===== config.mk =====
export PLATFORM = sky130hd
export DESIGN_NAME = running_mean_stddev_unit
export DESIGN_NICKNAME = d
export VERILOG_FILES = /design/src/sv/rmsd_pkg.sv /design/src/sv/rmsd_div.sv /design/src/sv/rmsd_sqrt.sv /design/src/sv/rmsd_dp.sv /design/src/sv/rmsd_ctrl.sv /design/src/sv/running_mean_stddev_unit.sv
export VERILOG_INCLUDE_DIRS = /design/src /design/src/sv
export SDC_FILE = /design/constraint.sdc
export NUM_CORES = 2
export LEC_CHECK = 0
export ABC_AREA = 1
export BUFFER_PORTS_ARGS = -buffer_cell sky130_fd_sc_hd__buf_2
export CAP_MARGIN = 10
export CORE_UTILIZATION = 29
export CTS_CLUSTER_SIZE = 28
export DETAILED_ROUTE_END_ITERATION = 7
export SLEW_MARGIN = 15
export SYNTH_ARGS = -nofsm -noshare
export SYNTH_HDL_FRONTEND = slang
export SYNTH_SLANG_ARGS = --single-unit

===== constraint.sdc =====
create_clock -name clk -period 12.5 [get_ports clk]
set_input_delay 0.625 -clock clk [delete_from_list [all_inputs] [get_ports clk]]
set_output_delay 0.625 -clock clk [all_outputs]
set_load 0.01 [all_outputs]

===== src/sv/running_mean_stddev_unit_assert.svh =====
// Assertion macros shared by the running mean and standard deviation unit.
`ifndef RUNNING_MEAN_STDDEV_UNIT_ASSERT_SVH
`define RUNNING_MEAN_STDDEV_UNIT_ASSERT_SVH
`ifndef NO_ASSERTIONS
`define RMSD_CHECK(label, prop, msg) \
	label: assert property (@(posedge clk) disable iff (!arst_n) (prop)) else $error(msg);
`define RMSD_NEXT(label, ante, cons, msg) \
	label: assert property (@(posedge clk) disable iff (!arst_n) (ante) |=> (cons)) \
		else $error(msg);
`else
`define RMSD_CHECK(label, prop, msg)
`define RMSD_NEXT(label, ante, cons, msg)
`endif
`endif


===== src/sv/rmsd_pkg.sv =====
// Shared widths, step counts and controller/datapath interface types.
package rmsd_pkg;

	localparam int COUNT_W       = 32;
	localparam int MEAN_OUT_W    = 40;
	localparam int SD_W          = 32;
	localparam int M2_W          = 64;
	localparam int WIDE_W        = 64;
	localparam int DVD_W         = 64;
	localparam int DSR_W         = 32;
	localparam int SD_ALIGN_FRAC = 16;
	localparam int ITER_W        = 6;
	localparam int DIV_STEPS     = 64;
	localparam int SQRT_STEPS    = 32;

	typedef struct packed {
		logic load;
		logic delta;
		logic div_mag;
		logic div_var;
		logic div_step;
		logic round;
		logic mean_upd;
		logic mul_step;
		logic m2_round;
		logic m2_acc;
		logic sd_zero;
		logic sqrt_load;
		logic sqrt_step;
		logic sd_take;
		logic out_load;
	} cmd_t;

	typedef struct packed {
		logic full;
		logic few;
		logic out_free;
	} stat_t;

endpackage


===== src/sv/rmsd_div.sv =====
// Restoring divider, one quotient bit per step.
module rmsd_div (
	input  logic                        clk,
	input  logic                        load,
	input  logic                        step,
	input  logic [rmsd_pkg::DVD_W-1:0] dividend,
	input  logic [rmsd_pkg::DSR_W-1:0] divisor,
	output logic [rmsd_pkg::DVD_W-1:0] quotient,
	output logic [rmsd_pkg::DSR_W-1:0] remainder
);
	import rmsd_pkg::*;

	logic [DVD_W-1:0] dvd_q;
	logic [DSR_W-1:0] rem_q;
	logic [DSR_W-1:0] dsr_q;
	logic [DSR_W:0]   trial;
	logic [DSR_W:0]   diff;
	logic             fits;

	assign trial = {rem_q, dvd_q[DVD_W-1]};
	assign diff  = trial - {1'b0, dsr_q};
	assign fits  = trial >= {1'b0, dsr_q};

	// quotient bits shift in at the bottom as dividend bits leave the top
	always_ff @(posedge clk) begin
		if (load) begin
			dvd_q <= dividend;
			rem_q <= '0;
			dsr_q <= divisor;
		end else if (step) begin
			rem_q <= fits ? diff[DSR_W-1:0] : trial[DSR_W-1:0];
			dvd_q <= {dvd_q[DVD_W-2:0], fits};
		end
	end

	assign quotient  = dvd_q;
	assign remainder = rem_q;

endmodule


===== src/sv/rmsd_sqrt.sv =====
// Digit-by-digit integer square root, one root bit per step.
module rmsd_sqrt (
	input  logic                       clk,
	input  logic                       load,
	input  logic                       step,
	input  logic [rmsd_pkg::M2_W-1:0] value,
	output logic [rmsd_pkg::SD_W-1:0] root
);
	import rmsd_pkg::*;

	logic [M2_W-1:0] val_q;
	logic [SD_W+1:0] rem_q;
	logic [SD_W-1:0] root_q;
	logic [SD_W+3:0] pull;
	logic [SD_W+3:0] trial;
	logic [SD_W+3:0] diff;
	logic            fits;

	assign pull  = {rem_q, val_q[M2_W-1 -: 2]};
	assign trial = {2'b00, root_q, 2'b01};
	assign diff  = pull - trial;
	assign fits  = pull >= trial;

	always_ff @(posedge clk) begin
		if (load) begin
			val_q  <= value;
			rem_q  <= '0;
			root_q <= '0;
		end else if (step) begin
			rem_q  <= fits ? diff[SD_W+1:0] : pull[SD_W+1:0];
			root_q <= {root_q[SD_W-2:0], fits};
			val_q  <= {val_q[M2_W-3:0], 2'b00};
		end
	end

	assign root = root_q;

endmodule


===== src/sv/rmsd_dp.sv =====
// Datapath: Welford state, serial multiplier, shared divider, square root, output register.
`include "running_mean_stddev_unit_assert.svh"
module rmsd_dp #(
	parameter int SAMPLE_BITS    = 24,
	parameter int MEAN_FRAC_BITS = 16
) (
	input  logic                                  clk,
	input  logic                                  arst_n,
	input  rmsd_pkg::cmd_t                        cmd,
	output rmsd_pkg::stat_t                       st,
	input  logic signed [SAMPLE_BITS-1:0]         sample_mm,
	output logic                                  out_valid,
	input  logic                                  out_stall,
	output logic [rmsd_pkg::COUNT_W-1:0]          sample_count,
	output logic signed [rmsd_pkg::MEAN_OUT_W-1:0] mean_q16,
	output logic [rmsd_pkg::SD_W-1:0]             stddev_q8,
	output logic                                  saturated
);
	import rmsd_pkg::*;

	localparam int QW    = SAMPLE_BITS + MEAN_FRAC_BITS;
	localparam int MAG_W = QW + 1;
	localparam int PW    = 2 * MAG_W;
	localparam int EW    = (PW + 1 > M2_W + 1) ? PW + 1 : M2_W + 1;
	localparam logic [PW:0] HALF = (PW + 1)'(1) << (MEAN_FRAC_BITS - 1);

	logic [COUNT_W-1:0]       count_q;
	logic signed [QW-1:0]     mean_q;
	logic [M2_W-1:0]          m2_q;
	logic signed [QW-1:0]     xq_q;
	logic signed [MAG_W-1:0]  delta_q;
	logic                     neg_q;
	logic [MAG_W-1:0]         dm_q;
	logic [MAG_W-1:0]         q_q;
	logic [PW-1:0]            prod_q;
	logic [M2_W-1:0]          add_q;
	logic                     sat_q;
	logic [SD_W-1:0]          sd_q;
	logic                     out_valid_q;
	logic [COUNT_W-1:0]       cnt_out_q;
	logic [MEAN_OUT_W-1:0]    mean_out_q;
	logic [SD_W-1:0]          sd_out_q;
	logic                     sat_out_q;

	logic [MAG_W-1:0]         dm_abs;
	logic [DVD_W-1:0]         div_dvd;
	logic [DSR_W-1:0]         div_dsr;
	logic [DVD_W-1:0]         div_quo;
	logic [DSR_W-1:0]         div_rem;
	logic                     rnd_up;
	logic [MAG_W-1:0]         q_next;
	logic [MAG_W:0]           mul_sum;
	logic [PW:0]              rounded;
	logic [EW-1:0]            scaled;
	logic                     ovf;
	logic [M2_W:0]            acc_sum;
	logic [M2_W-1:0]          var_al;
	logic [SD_W-1:0]          root;
	logic signed [WIDE_W-1:0] mean_ext;

	assign dm_abs  = delta_q[MAG_W-1] ? MAG_W'(-delta_q) : MAG_W'(delta_q);
	// left-align the mean delta so the quotient lands in the low bits
	assign div_dvd = cmd.div_mag ? {dm_abs, {(DVD_W - MAG_W){1'b0}}} : m2_q;
	assign div_dsr = cmd.div_mag ? count_q : count_q - 32'd1;

	rmsd_div u_div (
		.clk       (clk),
		.load      (cmd.div_mag | cmd.div_var),
		.step      (cmd.div_step),
		.dividend  (div_dvd),
		.divisor   (div_dsr),
		.quotient  (div_quo),
		.remainder (div_rem)
	);

	// round to nearest, ties away from zero: bump when 2r >= n
	assign rnd_up = {div_rem, 1'b0} >= {1'b0, count_q};
	assign q_next = div_quo[MAG_W-1:0] + MAG_W'(rnd_up);

	assign mul_sum = {1'b0, prod_q[PW-1:MAG_W]} + (prod_q[0] ? {1'b0, dm_q} : '0);

	assign rounded = {1'b0, prod_q} + HALF;
	assign scaled  = EW'(rounded) >> MEAN_FRAC_BITS;
	assign ovf     = |scaled[EW-1:M2_W];
	assign acc_sum = {1'b0, m2_q} + {1'b0, add_q};

	// move the variance to 16 fraction bits
	if (MEAN_FRAC_BITS < SD_ALIGN_FRAC) begin : g_up
		localparam int SH = SD_ALIGN_FRAC - MEAN_FRAC_BITS;
		assign var_al = (|div_quo[M2_W-1 -: SH]) ? '1 : (div_quo << SH);
	end else if (MEAN_FRAC_BITS > SD_ALIGN_FRAC) begin : g_dn
		assign var_al = div_quo >> (MEAN_FRAC_BITS - SD_ALIGN_FRAC);
	end else begin : g_eq
		assign var_al = div_quo;
	end

	rmsd_sqrt u_sqrt (
		.clk   (clk),
		.load  (cmd.sqrt_load),
		.step  (cmd.sqrt_step),
		.value (var_al),
		.root  (root)
	);

	assign mean_ext = WIDE_W'(mean_q);

	always_ff @(posedge clk or negedge arst_n) begin
		if (!arst_n) begin
			count_q     <= '0;
			mean_q      <= '0;
			m2_q        <= '0;
			out_valid_q <= 1'b0;
		end else begin
			if (cmd.load && !st.full) begin
				count_q <= count_q + 32'd1;
			end
			if (cmd.mean_upd) begin
				mean_q <= neg_q ? mean_q - $signed(q_q[QW-1:0])
					: mean_q + $signed(q_q[QW-1:0]);
			end
			if (cmd.m2_acc) begin
				m2_q <= acc_sum[M2_W] ? '1 : acc_sum[M2_W-1:0];
			end
			if (cmd.out_load) begin
				out_valid_q <= 1'b1;
			end else if (!out_stall) begin
				out_valid_q <= 1'b0;
			end
		end
	end

	always_ff @(posedge clk) begin
		if (cmd.load) begin
			xq_q  <= {sample_mm, {MEAN_FRAC_BITS{1'b0}}};
			sat_q <= st.full;
		end
		if (cmd.delta) begin
			delta_q <= $signed({xq_q[QW-1], xq_q}) - $signed({mean_q[QW-1], mean_q});
		end
		if (cmd.div_mag) begin
			dm_q  <= dm_abs;
			neg_q <= delta_q[MAG_W-1];
		end
		if (cmd.round) begin
			q_q <= q_next;
		end
		if (cmd.mean_upd) begin
			prod_q <= {{MAG_W{1'b0}}, dm_q - q_q};
		end else if (cmd.mul_step) begin
			prod_q <= {mul_sum, prod_q[MAG_W-1:1]};
		end
		if (cmd.m2_round) begin
			add_q <= ovf ? '1 : scaled[M2_W-1:0];
			if (ovf) begin
				sat_q <= 1'b1;
			end
		end
		if (cmd.m2_acc && acc_sum[M2_W]) begin
			sat_q <= 1'b1;
		end
		if (cmd.sd_zero) begin
			sd_q <= '0;
		end else if (cmd.sd_take) begin
			sd_q <= root;
		end
		if (cmd.out_load) begin
			cnt_out_q  <= count_q;
			mean_out_q <= mean_ext[MEAN_OUT_W-1:0];
			sd_out_q   <= sd_q;
			sat_out_q  <= sat_q;
		end
	end

	assign st.full     = &count_q;
	assign st.few      = ~|count_q[COUNT_W-1:1];
	assign st.out_free = !out_valid_q || !out_stall;

	assign out_valid    = out_valid_q;
	assign sample_count = cnt_out_q;
	assign mean_q16     = mean_out_q;
	assign stddev_q8    = sd_out_q;
	assign saturated    = sat_out_q;

	`RMSD_CHECK(a_count_step, (count_q == $past(count_q)) || ($past(cmd.load) && count_q == $past(count_q) + 32'd1), "count moved without a request or by more than one")
	`RMSD_CHECK(a_mean_hold, (mean_q == $past(mean_q)) || $past(cmd.mean_upd), "mean changed outside its update")
	`RMSD_CHECK(a_m2_grows, m2_q >= $past(m2_q), "sum of squared deviations decreased")
	`RMSD_NEXT(a_full_sat, cmd.load && st.full, sat_q, "request at full count not flagged")

endmodule


===== src/sv/rmsd_ctrl.sv =====
// Controller: sequences the datapath through one Welford update per request, none at full count.
`include "running_mean_stddev_unit_assert.svh"
module rmsd_ctrl #(
	parameter int MAG_W = 41
) (
	input  logic             clk,
	input  logic             arst_n,
	input  logic             in_valid,
	output logic             in_stall,
	input  rmsd_pkg::stat_t  st,
	output rmsd_pkg::cmd_t   cmd
);
	import rmsd_pkg::*;

	typedef enum logic [14:0] {
		S_IDLE = 15'h0001,
		S_DLT  = 15'h0002,
		S_DVL  = 15'h0004,
		S_DVM  = 15'h0008,
		S_RND  = 15'h0010,
		S_MUP  = 15'h0020,
		S_MUL  = 15'h0040,
		S_RSH  = 15'h0080,
		S_ACC  = 15'h0100,
		S_VLD  = 15'h0200,
		S_DVV  = 15'h0400,
		S_ALN  = 15'h0800,
		S_SQ   = 15'h1000,
		S_SDT  = 15'h2000,
		S_DONE = 15'h4000
	} state_t;

	state_t            state_q;
	state_t            state_d;
	logic [ITER_W-1:0] cnt_q;
	logic [ITER_W-1:0] cnt_d;

	always_comb begin
		cmd     = '0;
		state_d = state_q;
		cnt_d   = cnt_q;
		unique case (state_q)
			S_IDLE: begin
				if (in_valid) begin
					cmd.load = 1'b1;
					// full count: keep the state, report the current statistics
					state_d  = st.full ? S_DONE : S_DLT;
				end
			end
			S_DLT: begin
				cmd.delta = 1'b1;
				state_d   = S_DVL;
			end
			S_DVL: begin
				cmd.div_mag = 1'b1;
				cnt_d       = ITER_W'(MAG_W - 1);
				state_d     = S_DVM;
			end
			S_DVM: begin
				cmd.div_step = 1'b1;
				if (cnt_q == '0) begin
					state_d = S_RND;
				end else begin
					cnt_d = cnt_q - 1'b1;
				end
			end
			S_RND: begin
				cmd.round = 1'b1;
				state_d   = S_MUP;
			end
			S_MUP: begin
				cmd.mean_upd = 1'b1;
				cnt_d        = ITER_W'(MAG_W - 1);
				state_d      = S_MUL;
			end
			S_MUL: begin
				cmd.mul_step = 1'b1;
				if (cnt_q == '0) begin
					state_d = S_RSH;
				end else begin
					cnt_d = cnt_q - 1'b1;
				end
			end
			S_RSH: begin
				cmd.m2_round = 1'b1;
				state_d      = S_ACC;
			end
			S_ACC: begin
				cmd.m2_acc = 1'b1;
				if (st.few) begin
					cmd.sd_zero = 1'b1;
					state_d     = S_DONE;
				end else begin
					state_d = S_VLD;
				end
			end
			S_VLD: begin
				cmd.div_var = 1'b1;
				cnt_d       = ITER_W'(DIV_STEPS - 1);
				state_d     = S_DVV;
			end
			S_DVV: begin
				cmd.div_step = 1'b1;
				if (cnt_q == '0) begin
					state_d = S_ALN;
				end else begin
					cnt_d = cnt_q - 1'b1;
				end
			end
			S_ALN: begin
				cmd.sqrt_load = 1'b1;
				cnt_d         = ITER_W'(SQRT_STEPS - 1);
				state_d       = S_SQ;
			end
			S_SQ: begin
				cmd.sqrt_step = 1'b1;
				if (cnt_q == '0) begin
					state_d = S_SDT;
				end else begin
					cnt_d = cnt_q - 1'b1;
				end
			end
			S_SDT: begin
				cmd.sd_take = 1'b1;
				state_d     = S_DONE;
			end
			S_DONE: begin
				// hold until the output register can take the result
				if (st.out_free) begin
					cmd.out_load = 1'b1;
					state_d      = S_IDLE;
				end
			end
			default: begin
				state_d = S_IDLE;
			end
		endcase
	end

	always_ff @(posedge clk or negedge arst_n) begin
		if (!arst_n) begin
			state_q <= S_IDLE;
			cnt_q   <= '0;
		end else begin
			state_q <= state_d;
			cnt_q   <= cnt_d;
		end
	end

	assign in_stall = (state_q != S_IDLE);

	`RMSD_NEXT(a_busy_after_req, (state_q == S_IDLE) && in_valid, in_stall, "took a request but did not go busy")
	`RMSD_NEXT(a_full_skips, cmd.load && st.full, state_q == S_DONE, "request at full count was processed")
	`RMSD_NEXT(a_var_div_len, (state_q == S_DVV) && (cnt_q == '0), state_q == S_ALN, "variance divide did not end on its last step")

endmodule


===== src/sv/running_mean_stddev_unit.sv =====
// Welford running mean and sample standard deviation unit, top level.
// Each request runs two bit-serial passes (mean divide, multiply), a 64-step variance divide
//   and a 32-step square root; in_stall stays high until its result enters the output register.
// A request at full count skips the update; with fewer than two samples the divide and root are skipped.
// Reset (arst_n low) clears count, mean, sum of squares and the controller at once.
module running_mean_stddev_unit #(
	parameter int SAMPLE_BITS    = 24,
	parameter int MEAN_FRAC_BITS = 16
) (
	input  logic                                   clk,
	input  logic                                   arst_n,
	input  logic                                   in_valid,
	output logic                                   in_stall,
	input  logic signed [SAMPLE_BITS-1:0]          sample_mm,
	output logic                                   out_valid,
	input  logic                                   out_stall,
	output logic [rmsd_pkg::COUNT_W-1:0]           sample_count,
	output logic signed [rmsd_pkg::MEAN_OUT_W-1:0] mean_q16,
	output logic [rmsd_pkg::SD_W-1:0]              stddev_q8,
	output logic                                   saturated
);
	import rmsd_pkg::*;

	cmd_t  cmd;
	stat_t st;

	rmsd_ctrl #(
		.MAG_W (SAMPLE_BITS + MEAN_FRAC_BITS + 1)
	) u_ctrl (
		.clk      (clk),
		.arst_n   (arst_n),
		.in_valid (in_valid),
		.in_stall (in_stall),
		.st       (st),
		.cmd      (cmd)
	);

	rmsd_dp #(
		.SAMPLE_BITS    (SAMPLE_BITS),
		.MEAN_FRAC_BITS (MEAN_FRAC_BITS)
	) u_dp (
		.clk          (clk),
		.arst_n       (arst_n),
		.cmd          (cmd),
		.st           (st),
		.sample_mm    (sample_mm),
		.out_valid    (out_valid),
		.out_stall    (out_stall),
		.sample_count (sample_count),
		.mean_q16     (mean_q16),
		.stddev_q8    (stddev_q8),
		.saturated    (saturated)
	);

endmodule


Word level (Yosys, flattened, before mapping)
Index checks and enable logic that the tools add are counted.
{"block": "op_classes", "reduce_logical": 19, "magnitude_cmp": 3, "div_mod_pow": 0, "shift": 0, "n_mux": 47, "addsub": 14, "n_bitwise": 1, "eq_ne": 24, "multipliers": 0}
{"operator": "two-way mux 64 bit", "n": 6}
{"operator": "case mux 15 bit (15 select lines)", "n": 1}
{"operator": "two-way mux 41 bit", "n": 4}
{"operator": "two-way mux 15 bit", "n": 8}
{"operator": "adder 82 x 16 -> 83 bit, second input constant", "n": 1}
{"operator": "greater-or-equal comparator 33 x 32 -> 1 bit", "n": 2}
{"operator": "adder 64 x 64 -> 65 bit", "n": 1}
{"operator": "two-way mux 32 bit", "n": 2}
{"operator": "adder 41 x 41 -> 42 bit", "n": 1}
{"operator": "adder 41 x 1 -> 41 bit", "n": 1}
{"operator": "negation 41 bit", "n": 1}
{"operator": "subtractor 40 x 40 -> 41 bit", "n": 1}
{"operator": "subtractor 41 bit", "n": 1}
{"operator": "adder 40 bit", "n": 1}
{"operator": "two-way mux 40 bit", "n": 1}
{"operator": "subtractor 40 bit", "n": 1}
{"operator": "greater-or-equal comparator 36 x 34 -> 1 bit", "n": 1}
{"operator": "two-way mux 34 bit", "n": 1}
{"operator": "subtractor 34 bit", "n": 1}
{"operator": "adder 32 x 1 -> 32 bit, second input constant", "n": 1}
{"operator": "AND reduction 32 bit", "n": 1}
{"operator": "subtractor 32 x 1 -> 32 bit, second input constant", "n": 1}
{"operator": "subtractor 32 bit", "n": 1}
{"operator": "OR reduction 31 bit", "n": 1}
{"operator": "other kinds (35)", "n": 67}
{"block": "totals", "input_bits": 28, "mem_bits_ro": 0, "memories": 0, "elab_cells": 134, "latchBits": 0, "mem_bits_rw": 0, "register_bits": 848, "output_inout_bits": 107}

Logic depth before layout (Yosys ltp)
{"block": "depth", "depth_word": 5, "depth_mapped": 25, "ltp_nobuf": 25}

Hierarchy
Synthesis repeated with hierarchy kept, for this count alone.
{"block": "unflattened", "hier_cells": 8762, "area_unflattened_um2": 61028.5}
{"module": "rmsd_dp", "area_per_inst_um2": 43342.8, "seq_area_each_um2": 15660.0, "cells_per_inst": 6242, "n_inst": 1}
{"module": "rmsd_sqrt", "area_per_inst_um2": 8159.1, "seq_area_each_um2": 3243.1, "cells_per_inst": 1205, "n_inst": 1}
{"module": "rmsd_div", "area_per_inst_um2": 7968.9, "seq_area_each_um2": 3523.4, "cells_per_inst": 1104, "n_inst": 1}
{"module": "rmsd_ctrl", "area_per_inst_um2": 1557.7, "seq_area_each_um2": 526.8, "cells_per_inst": 211, "n_inst": 1}

Worst setup path after synthesis
No wires, ideal clock.
{"block": "synth_path", "path_type": "register to register", "from": "register u_ctrl.state_q[2]", "to": "register u_dp.mean_out_q[0] (netlist: u_dp.mean_q16[0]), enable pin", "setup_ps": 569, "arrival_ps": 5626, "path_stages_with_launch": 8, "slack_ps": 6305, "period_less_slack_ps": 6195, "required_ps": 11931, "path_buffers": 0, "path_cell_list": "dfrtp_1 > nor2_2 > nand2_2 > nor2_4 > nand3_1 > nor3_1 > inv_1 > nor2_1"}
{"element": "start, declared", "line": "rmsd_ctrl.sv:33", "text": "state_t state_q;"}
{"element": "start signal, assigned", "line": "rmsd_ctrl.sv:145", "text": "state_q <= state_d;"}
{"element": "end signal, assigned", "line": "rmsd_dp.sv:168", "text": "mean_out_q <= mean_ext[MEAN_OUT_W-1:0];"}
{"element": "end, declared", "line": "rmsd_dp.sv:41", "text": "logic [MEAN_OUT_W-1:0] mean_out_q;"}

Worst setup path after layout
{"block": "layout_path", "from": "register u_dp.count_q[26]", "to": "register u_dp.q_q[34] (data pin)"}
{"block": "layout_via", "elab_chain_len": 2}
{"element": "start, declared", "line": "rmsd_dp.sv:27", "text": "logic [COUNT_W-1:0] count_q;"}
{"element": "start signal, assigned", "line": "rmsd_dp.sv:115", "text": "count_q <= count_q + 32'd1;"}
{"element": "greater-or-equal comparator 33 x 32 -> 1 bit", "line": "rmsd_dp.sv:77", "text": "assign rnd_up = {div_rem, 1'b0} >= {1'b0, count_q};"}
{"element": "adder 41 x 1 -> 41 bit", "line": "rmsd_dp.sv:78", "text": "assign q_next = div_quo[MAG_W-1:0] + MAG_W'(rnd_up);"}
{"element": "named net u_dp.q_next[34]", "line": "rmsd_dp.sv:51", "text": "logic [MAG_W-1:0] q_next;"}
{"element": "end signal, assigned", "line": "rmsd_dp.sv:145", "text": "q_q <= q_next;"}
{"element": "end, declared", "line": "rmsd_dp.sv:34", "text": "logic [MAG_W-1:0] q_q;"}
The timed path passes the listed nets, and every way through them passes these cells.
A chain may end at the register's enable or synchronous reset.

==> results.md <==
- WL per Instance: 19.8 um
- Fin crit share: ~36%
- #FFs+latches synth: between 800 and 900
- Initial antenna violation count: 11
- Top cell by count, worst path: nand4_1
- CTS tree: done
- Fin Clk Skew: between 50 and 60 ps
- Placed cell count: approximately 11k
- Nets: between 9k and 10k
- Startpoint Class: register
- Layout cells sized above 1: under 10%
- Area Overhead vs Synth: 11.8%
- Cell area after synthesis: 60500 sq um
- Die H: between 400 and 500 um
- Share of power burned in registers: about two fifths
- Max-Cap Viols: 0
- Top cell type by total area after synthesis: edfxtp_1
- Gate power share: 24.8%
- Most common cell after layout, fill and taps aside: nand2_1
- Hold crit path type: primary input to register
- Initial Utilization: between 20 and 30%
- Top post-synthesis cells by area: edfxtp_1 (26%), nand2_1 (16%), inv_1 (8.3%)
- IO Count: 135
- # H-tree levels: 3
- P_leak: 0.0320 uW
- Clk buf depth: 3
- Worst R2R Setup Slack: about 7900 ps
- DRC: 0
- Slowest stage delay, CP: about 620 ps
- Worst Tran Pin Value: around 1100 ps
- Critical Path RT: roughly 13000 ps
- DR vias: ~57k
- R2R cell count: 17
- GRT overflow: 0
- CP cell instances: inv_1 > ha_1 > nand4_1 > nor3_1 > nor4b_1 > nand4_1 > nand3_1 > ha_1 > nand3_2 > nor2_2 > nand2_1 > nor2_1 > nand4_1 > nor2_1 > and2_1 > nand3_1 > xor2_1
- WS Path Type: register to register
- P per Cell Area: between 100 and 150 nW/um^2
- Commonest non-fill, non-tap cells in the layout: nand2_1 (2544), inv_1 (1339), nor2_1 (886), edfxtp_1 (518), nand3_1 (488)
- Post-synth cell types: slightly below 70
- I/O Buffers: 134
- Hold Crit Endpoint: u_dp.xq_q[17]
- Core ar.: about 210000 sq um
- Vias/cell: between 4 and 5
- Fillers: between 20k and 25k
- Resized cells post-CTS: 0
- CP max stage cell: nor4b_1
- Synth warn: 0
- 1st-pass router iterations: 6
- Crit path max fanout: 7
- Pins Over Slew Limit: 0
- Setup Viol. Count Final: 0
- Sw Share: 35.2%
- CTS buffer count: a little under 100
- Largest net degree at the start of global routing: around 110
- Average cell area after synthesis: just over 7 sq um
- CTS Sinks: roughly 850
- Worst hold path cell count: 1
- Sequential fraction of the synthesis area: between 30% and 40%
- Postcts setup bufs: 0
- FMAX: about 220 MHz
- Post-detail-place hpwl: around 180 mm
- RSZ-0062 raised after global routing: false
- Routed Antenna Nets: 0
- Slew HR: between 20 and 30%
- Clock power share: about a third
- Worst skew pair latency: 750 ps
- Final cell count without fillers: roughly 12k
- Cts hold-fix bufs: 1
- Net switching power: between 3000 and 4000 uW
- Tot Pwr: between 8000 and 9000 uW
- Syn_nets: approximately 9k
- Status: finished clean
- Mapped Cells: ~8.6k
- Row count: 167
- FFs w/ async S/R, synth: between 10% and 20%
- First-pass GRT wire length: 339 mm
- RR Endpoint: u_dp.q_q[34]
- Prevailing post-synth register cell: edfxtp_1
- Tmin final: 4560 ps
- Final GP Congestion: between 1 and 1.5
- Worst vdd ir: 0.119 mV
- Synth top area share: about a quarter
- Worst Path Arrival: 5060 ps
- Reg2reg start: u_dp.count_q[26]
- Die Width: between 400 and 500 um
- Full die area: roughly 210000 sq um
- Hold Path Origin: sample_mm[1]
- GR Util All Layers: about a fifth
- Root buf cell: clkbuf_16
- Number of synthesized flops with an enable pin: between 500 and 600
- Vias in the first global route: 54.1k
- Setup tns final: 0 ps
- Power Internal: between 5000 and 6000 uW
- Starting DRT DRC Count: around 5.3k
- Hold Vio Cnt, Final: 0
- Wirelength, routed: around 230 mm
- Crit path capture type: register
- Worst-path clk slew: roughly 70 ps
-- synth_stat cells (30+ instances only) --
library cell / instances
edfxtp_1: 518
buf_2: 51
clkbuf_1: 87
inv_1: 1340
o21ai_0: 424
o21ai_1: 72
dfxtp_1: 172
nand2_2: 66
o21bai_1: 35
nand2_1: 2548
nand4_1: 134
nor3_1: 139
or2_2: 48
nor4_1: 35
nand3_1: 490
o21a_1: 30
xor2_1: 275
nand3b_1: 41
a21oi_1: 381
xnor2_1: 77
o22ai_1: 42
nor2_1: 889
dfrtp_1: 157
ha_1: 315
-- power by group through the flow --
stage                     logic [uW]  registers (uW)  clock network, uW
after floorplan                 1530            3450                  0
after global placement          2160            3590                  0
after detailed placement        2160            3590                  0
after CTS                       2170            3540               3170
after global routing            2430            3560               3260
final                           2190            3540               3100
-- worst max-delay path by stage --
| stage | from | end | slack [ps] |
|---|---|---|---|
| final | u_dp.count_q[26] | u_dp.q_q[34] | 7940 |
| after global routing | u_dp.count_q[26] | u_dp.q_q[40] | 7640 |
| after CTS | u_dp.count_q[26] | u_dp.q_q[34] | 7870 |
| after detailed placement | u_dp.count_q[26] | u_dp.q_q[34] | 7920 |
| after global placement | u_dp.count_q[29] | u_dp.q_q[34] | 7900 |
| after floorplan | u_ctrl.state_q[2] | u_dp.mean_q16[0] | 6300 |
-- metrics by stage --
| step | area [sq um] | setup WS, ps | utilization (%) | hold slack [ps] |
|---|---|---|---|---|
| finish | 67700 | 7940 | 32.7 | 67.7 |
| global route | 67700 | 7640 | 32.7 | 29.9 |
| global placement | 64300 | 7900 | 31.0 | 418 |
| CTS | 67700 | 7870 | 32.6 | 20.2 |
| floorplan | 60500 | 6300 | - | 329 |
| detailed placement | 64300 | 7920 | 31.0 | 421 |
-- cell families (layout without fill, tap and decap cells) --
family                   after synthesis  after routing  synth area share, %
adder cells (fa/ha/maj)              320            320                 6.68
XOR/XNOR                             352            352                 5.09
other                                  0              2                    0
AO/OA/AOI/OAI                       1055           1055                 9.38
AND/OR/NAND/NOR                     4465           4465                 31.1
buffers and inverters               1532           1731                 9.84
flip-flops                           848            848                 37.9
-- worst max-delay path, delay by kind of cell, from the launching register on --
kind	cells	cell delay [ps]
and+or+nand+nor	13	2870
adders and majority gates	2	600
DFF	1	480
buffers and inverters	1	180
xor gates and xnor gates	1	170
-- layer usage --
metal / vias to the layer above / share of wire [%] / track usage, %
met4: 2 / 3.0 / 5.99
met1: 27038 / 46 / 29.2
met2: 1879 / 45 / 34.3
met5: - / 0.0057 / 0
met3: 299 / 6.4 / 3.01
li1: 27845 / - / -
-- state kept, by name (all words and copies together) (netlist names), 34 cells and up --
| signal | cells |
|---|---|
| u_dp.u_div.quotient | 64 |
| u_dp.u_sqrt.val_q | 64 |
| u_dp.q_q | 41 |
| u_dp.u_sqrt.rem_q | 34 |
| u_dp.mean_q | 40 |
| u_dp.delta_q | 41 |
| u_dp.add_q | 64 |
| u_dp.prod_q | 82 |
| u_dp.dm_q | 41 |
| u_dp.m2_q | 64 |
| u_dp.mean_q16 | 40 |
-- cell type report --
type	instances	area, sq um	area share [%]
clock buffers	128	2650	3.91
inverters	1374	5160	7.63
multi-input cells	6192	31700	46.8
well taps	2788	3490	5.15
clock inverters	58	764	1.13
flip-flops and latches	848	23000	33.9
repair buffers	171	957	1.41
diodes	2	5.00	0.00739
Power figures use the tool's default switching activity.
